### src/hdl/crpi_pkg.sv
package crpi_pkg;

    localparam int TIME_BITS_DEF     = 48;
    localparam int FRACTION_BITS_DEF = 16;
    localparam int POS_BITS          = 32;
    localparam int CHORD_BITS        = POS_BITS + 1;
    // tangent magnitude limit is 2^TAN_SHIFT lsb
    localparam int TAN_SHIFT         = 35;
    localparam int TAN_BITS          = TAN_SHIFT + 2;
    // scale (2 stages) + limit check + quotient bits + sign stage
    localparam int TAN_LAT           = TAN_SHIFT + 4;
    localparam int BLEND_LAT         = 8;

    typedef struct packed {
        logic signed [POS_BITS-1:0] p1;
        logic signed [POS_BITS-1:0] p2;
        logic signed [TAN_BITS-1:0] m1;
        logic signed [TAN_BITS-1:0] m2;
        logic                       degen;
        logic                       tclip;
    } side_t;

    typedef struct packed {
        logic signed [POS_BITS-1:0] p1;
        logic signed [POS_BITS-1:0] p2;
        logic                       degen;
    } knot_t;

endpackage

### src/hdl/crpi_frac_div.sv
module crpi_frac_div #(
    parameter int TIME_BITS     = crpi_pkg::TIME_BITS_DEF,
    parameter int FRACTION_BITS = crpi_pkg::FRACTION_BITS_DEF
) (
    input  logic                     clk,
    input  logic                     en,
    input  logic [TIME_BITS-1:0]     num,
    input  logic [TIME_BITS-1:0]     den,
    input  logic                     lo,
    input  logic                     hi,
    output logic [FRACTION_BITS:0]   u
);

    localparam int TB = TIME_BITS;
    localparam int F  = FRACTION_BITS;
    localparam logic [F:0] ONE = {1'b1, {F{1'b0}}};

    logic [TB-1:0] rem_reg [F];
    logic [TB-1:0] den_reg [F];
    logic [F-1:0]  q_reg   [F];
    logic          lo_reg  [F];
    logic          hi_reg  [F];
    logic [F:0]    u_reg;

    // one quotient bit per stage, restoring
    for (genvar i = 0; i < F; i++)
    begin : g_stage
        logic [TB-1:0] rem_in;
        logic [TB-1:0] den_in;
        logic [F-1:0]  q_in;
        logic          lo_in;
        logic          hi_in;
        logic [TB:0]   shl;
        logic [TB:0]   diff;
        logic          take;

        if (i == 0)
        begin : g_first
            assign rem_in = num;
            assign den_in = den;
            assign q_in   = '0;
            assign lo_in  = lo;
            assign hi_in  = hi;
        end
        else
        begin : g_next
            assign rem_in = rem_reg[i-1];
            assign den_in = den_reg[i-1];
            assign q_in   = q_reg[i-1];
            assign lo_in  = lo_reg[i-1];
            assign hi_in  = hi_reg[i-1];
        end

        assign shl  = {rem_in, 1'b0};
        assign diff = shl - {1'b0, den_in};
        assign take = shl >= {1'b0, den_in};

        always_ff @(posedge clk)
        begin
            if (en)
            begin
                rem_reg[i] <= take ? diff[TB-1:0] : shl[TB-1:0];
                den_reg[i] <= den_in;
                q_reg[i]   <= {q_in[F-2:0], take};
                lo_reg[i]  <= lo_in;
                hi_reg[i]  <= hi_in;
            end
        end
    end

    always_ff @(posedge clk)
    begin
        if (en)
        begin
            if (lo_reg[F-1])
            begin
                u_reg <= '0;
            end
            else if (hi_reg[F-1])
            begin
                u_reg <= ONE;
            end
            else
            begin
                u_reg <= {1'b0, q_reg[F-1]};
            end
        end
    end

    assign u = u_reg;

endmodule

### config.mk
export PLATFORM = sky130hd
export DESIGN_NAME = crpi_frac_div
export DESIGN_NICKNAME = d
export VERILOG_FILES = /design/src/hdl/crpi_pkg.sv /design/src/hdl/crpi_frac_div.sv
export SDC_FILE = /design/constraint.sdc
export NUM_CORES = 2
export LEC_CHECK = 0
export ABC_AREA = 0
export BUFFER_PORTS_ARGS = -buffer_cell sky130_fd_sc_hd__clkbuf_2
export CORE_MARGIN = 2
export CORE_UTILIZATION = 60
export CTS_BUF_LIST = sky130_fd_sc_hd__clkbuf_8
export DETAILED_ROUTE_END_ITERATION = 10
export PLACE_DENSITY = 0.76
export SKIP_CTS_REPAIR_TIMING = 1
export SLEW_MARGIN = 20
export SYNTH_ARGS = -nofsm -noshare
export SYNTH_HDL_FRONTEND = slang
export SYNTH_SLANG_ARGS = --single-unit
### constraint.sdc
create_clock -name clk -period 4.54 [get_ports clk]
set_input_delay 0.454 -clock clk [delete_from_list [all_inputs] [get_ports clk]]
set_output_delay 0.454 -clock clk [all_outputs]
set_load 0.01 [all_outputs]
* Word-level counts from Yosys, hierarchy flattened
Memory sizes are Yosys's and may differ from the RTL's.
Index checks and enable logic that the tools add are counted.
** Storage, ports and cells
- Register bits :: 17
- Bits in latches :: 0
- Bits in writable memories :: 1824
- Memory bits (read-only) :: 0
- Input port bits :: 100
- Logic and storage cells :: 59
- Memories kept :: 5
** Memory list
- den_reg :: depth 16, bits a word 48, rd ports 15, clocked after memory_dff 0, wr ports 16, line crpi_frac_div.sv:19 : logic [TB-1:0] den_reg [F];
- rem_reg :: depth 16, bits a word 48, rd ports 15, clocked after memory_dff 0, wr ports 16, line crpi_frac_div.sv:18 : logic [TB-1:0] rem_reg [F];
- q_reg :: depth 16, bits a word 16, rd ports 16, clocked after memory_dff 0, wr ports 16, line crpi_frac_div.sv:20 : logic [F-1:0] q_reg [F];
- hi_reg :: depth 16, bits a word 1, rd ports 16, clocked after memory_dff 0, wr ports 16, line crpi_frac_div.sv:22 : logic hi_reg [F];
- lo_reg :: depth 16, bits a word 1, rd ports 16, clocked after memory_dff 0, wr ports 16, line crpi_frac_div.sv:21 : logic lo_reg [F];
** Operators by class
- Add/sub/neg operators :: 16
- $mul :: 0
- Divide/modulo/power cells :: 0
- Order comparisons :: 16
- Equal/unequal tests :: 0
- Shift operators :: 0
- Mux-type cells :: 19
- Bitwise operators :: 0
- Reduce and logical (&&, ||, !) cells :: 1
** Operators by type and width (number)
- $ge 49x48->1 :: 16
- $mux 48 :: 16
- $sub 48x48->48 :: 16
- $mux 17 :: 1
- $mux 1 :: 2
- $reduce_or 2->1 :: 1

* Logic depth before layout (Yosys ltp)
An unclocked memory read counts as a cell.
- Depth in word-level cells :: 3
- Depth in mapped cells :: 16
- Gate-level depth less buffers :: 13

* Worst setup path before layout
No wires, ideal clock.
- Path kind :: reg-to-reg
- From :: memory den_reg[1][241] (netlist bit)
- To :: memory rem_reg[1][329] (netlist bit), data pin
- Setup time :: 260 ps
- Arrival time :: 3262 ps
- Data required time :: 4280 ps
- Setup slack :: 1018 ps
- Stages on the path, launching flop included :: 16
- Clock period less this slack :: 3522 ps
- Path through :: edfxtp_1 > inv_1 > ha_1 > nor2b_1 > o21ai_0 > a21boi_1 > o21ai_1 > o41a_1 > a21o_1 > o32ai_2 > nand2b_1 > a31oi_1 > o21ai_2 > buf_4 > buf_4 > mux2_2
** RTL lines (line)
- from (decl) :: crpi_frac_div.sv:19
- to (decl) :: crpi_frac_div.sv:18

==> results_dict.tcl <==
set metrics [dict create \
    status "finished clean" \
    utilization_pct 66.9 \
    grt_pass1_vias 74500 \
    synth_commonest_cells "edfxtp_1 (1625), a21oi_1 (997), inv_1 (942)" \
    htreeDepth 5 \
    netlist_area_sq_mm 0.0995 \
    synth_edf_count 1625 \
    fin_nets 10800 \
    hold_ws_ns 0.172 \
    cts.sinks 1625 \
    synth.area.top_cells "edfxtp_1 (49%), ha_1 (9.6%), a21oi_1 (5.0%)" \
    clock_latency_ns 1.05 \
    die_w_microns 411 \
    maxSlewHeadroom_pct 27.9 \
    cp-start-kind "flop" \
    hold_class "input port to flop" \
    start_util_pct 60.4 \
    syn-num-nets 10300 \
    crit_arrival_ns 5.09 \
    gr-total-overflow 0 \
    wl_per_cell_microns 20.2 \
    port_buffers 116 \
    fin_tns_setup_ns 0 \
    holdPathEnd "den_reg[0][4]" \
    critPathKind "flop to flop" \
    max_freq_mhz 230 \
    nFillCells 12300 \
    gp_congestion 0.985 \
    drt-pass1-iter-count 8 \
    cp_max_fo 4 \
    finalMaxSlewViolations 0 \
    vias 73100 \
    maxCapViolCount 0 \
    viasPerCell 5.93 \
    die_h_microns 411 \
    num_rows 149 \
    synth_top_area_share_pct 49.0 \
    finalHoldViolations 0 \
    root_buffer "clkbuf_8" \
    synth_area_leader_cell "edfxtp_1" \
    required_ns 5.28 \
    r2r_slack_ns 0.19 \
    grt_pass1_wl_microns 386000 \
    ff2ff_path_depth 14 \
    yosysMostFrequentCell "edfxtp_1" \
    rsz0062_at_grt "false" \
    worst_slack_ns 0.187 \
    ioPinCount 117 \
    synth_seq_cells 1625 \
    die-area_sq_mm 0.169 \
    avgSynthCellArea_sq_um 10.5 \
    worstHoldStart "den[4]" \
    r2r_end "rem_reg[1][239]" \
    drive_gt1_share_pct 10.7 \
    final_area_sq_mm 0.110 \
    dp_slack_ns 0.0616 \
    clk_pin_slew_worst_paths_ns 0.06 \
    placed_area_sq_mm 0.104 \
    syn_inst 9446 \
    synthDistinctLibCells 104 \
    timing.critical_path.to_type "flop" \
    drcViolationCount 0 \
    area_delta_synth_final_pct 10.8 \
    finClkSkew_ns 0.0838 \
    antenna_found_initial 2 \
    drt_wl_total_microns 249000 \
    drt_iter0_markers 4997 \
    grt_use_total_pct 29.0 \
    drt.antenna.violating_nets 0 \
    synthArstFlopShare_pct 0 \
    synth_warnings 0 \
    coreArea_sq_mm 0.165 \
    ys_seq_area_share_pct 49.0 \
    rr_startpoint "den_reg[1][145]" \
    cts_tree "yes" \
    clockBufferDepth 4 \
    numCtsBuffers 300 \
    worstMarginPinSlew_ns 1.07 \
    cellPowerDensity_mw_per_mm2 707 \
    hpwl_microns 192000 \
    grt_max_degree 130 \
    cellLeakagePower_nw 47.0 \
    hold_depth 2 \
    fin_crit_ns 4.35 \
    fin_crit_sh_pct 95.9 \
    max-vdd-ir-drop_v 0.000795 \
    final-setup-viol-count 0 \
    synth_flop_cell "edfxtp_1" \
]
[layer usage]
layer  part of all wire [%]  wire [microns]  up-vias  GRT usage (%)
met5                      0               0        -              0
met4                    8.4           21000        0           22.3
met3                    3.7            9330      826           3.82
met2                     53          133000     2300           55.6
met1                     34           85800    34400           27.8
li1                       -               -    35500              -
[cells in the final DEF (no fill, tap or decap), drive strengths merged, types with 292 or more instances in the layout]
master / count
edfxtp: 1625
inv: 1023
a21oi: 998
ha: 767
nor2: 655
nand2: 605
o21ai: 521
a21o: 487
clkbuf: 422
xnor2: 380
buf: 292
[worst max-delay path: stages, from the launching register on]
cell and delay (ns):
edfxtp_1 0.39, inv_1 0.07, ha_1 0.30, nor2b_1 0.19, o2111ai_1 0.16, a21oi_1 0.26
o22ai_1 0.19, o31ai_2 0.56, a21oi_1 0.29, buf_4 0.23, o21ai_0 0.64, nand4_1 0.28
nand3_1 0.18, xor2_1 0.08, mux2_2 0.25
[metrics by stage]
stage / std cells / power (W)
floorplan: 9446 / 0.0538
global placement: 11700 / 0.0640
detailed placement: 11700 / 0.0650
CTS: 12200 / 0.0777
global route: 12300 / 0.0832
finish: 12300 / 0.0779
[where the power goes]
group          leakage, nW  switching [W]  internal (W)
logic                 28.2         0.0231        0.0176
clock network         2.90        0.00589       0.00638
registers             15.9        0.00225        0.0227
total                 47.0         0.0313        0.0467
[final cells by class]
class                      instances  area (sq um)  share of cell area [%]
tap                             2189          2740                    2.48
antenna                            2          5.00                 0.00454
clock buffer                     307          4230                    3.83
sequential                      1625         48800                    44.3
inverter                         943          3540                    3.21
multi-input combinational       6578         46000                    41.7
clock inverter                   180           828                   0.751
timing repair buffer             505          4100                    3.72
[kinds of logic (layout without fill, tap and decap cells)]
group	Yosys count	count (layout)	share of synthesized area [%]
fa+ha+maj	782	782	9.95
compound gates	2721	2721	17.2
simple gates	2156	2156	10.2
buf+inv	1243	1935	4.86
mux	273	273	3.08
flops	1625	1625	49.0
xor+xnor	646	646	5.69
other cells	0	2	0
[worst max-delay path by stage]
stage	from	end	slack, ns	depth (start not counted)
6_report	den_reg[1][145]	rem_reg[1][239]	0.19	14
3_5_place_dp	rem_reg[1][1]	rem_reg[1][94]	0.06	16
5_1_grt	den_reg[1][54]	rem_reg[1][141]	0.04	14
2_1_floorplan	den_reg[1][241]	rem_reg[1][329]	1.02	15
3_3_place_gp	rem_reg[1][1]	rem_reg[1][94]	0.12	16
4_1_cts	rem_reg[1][1]	rem_reg[1][94]	0.003	16
Note: power is estimated with default switching activity, not from simulation.
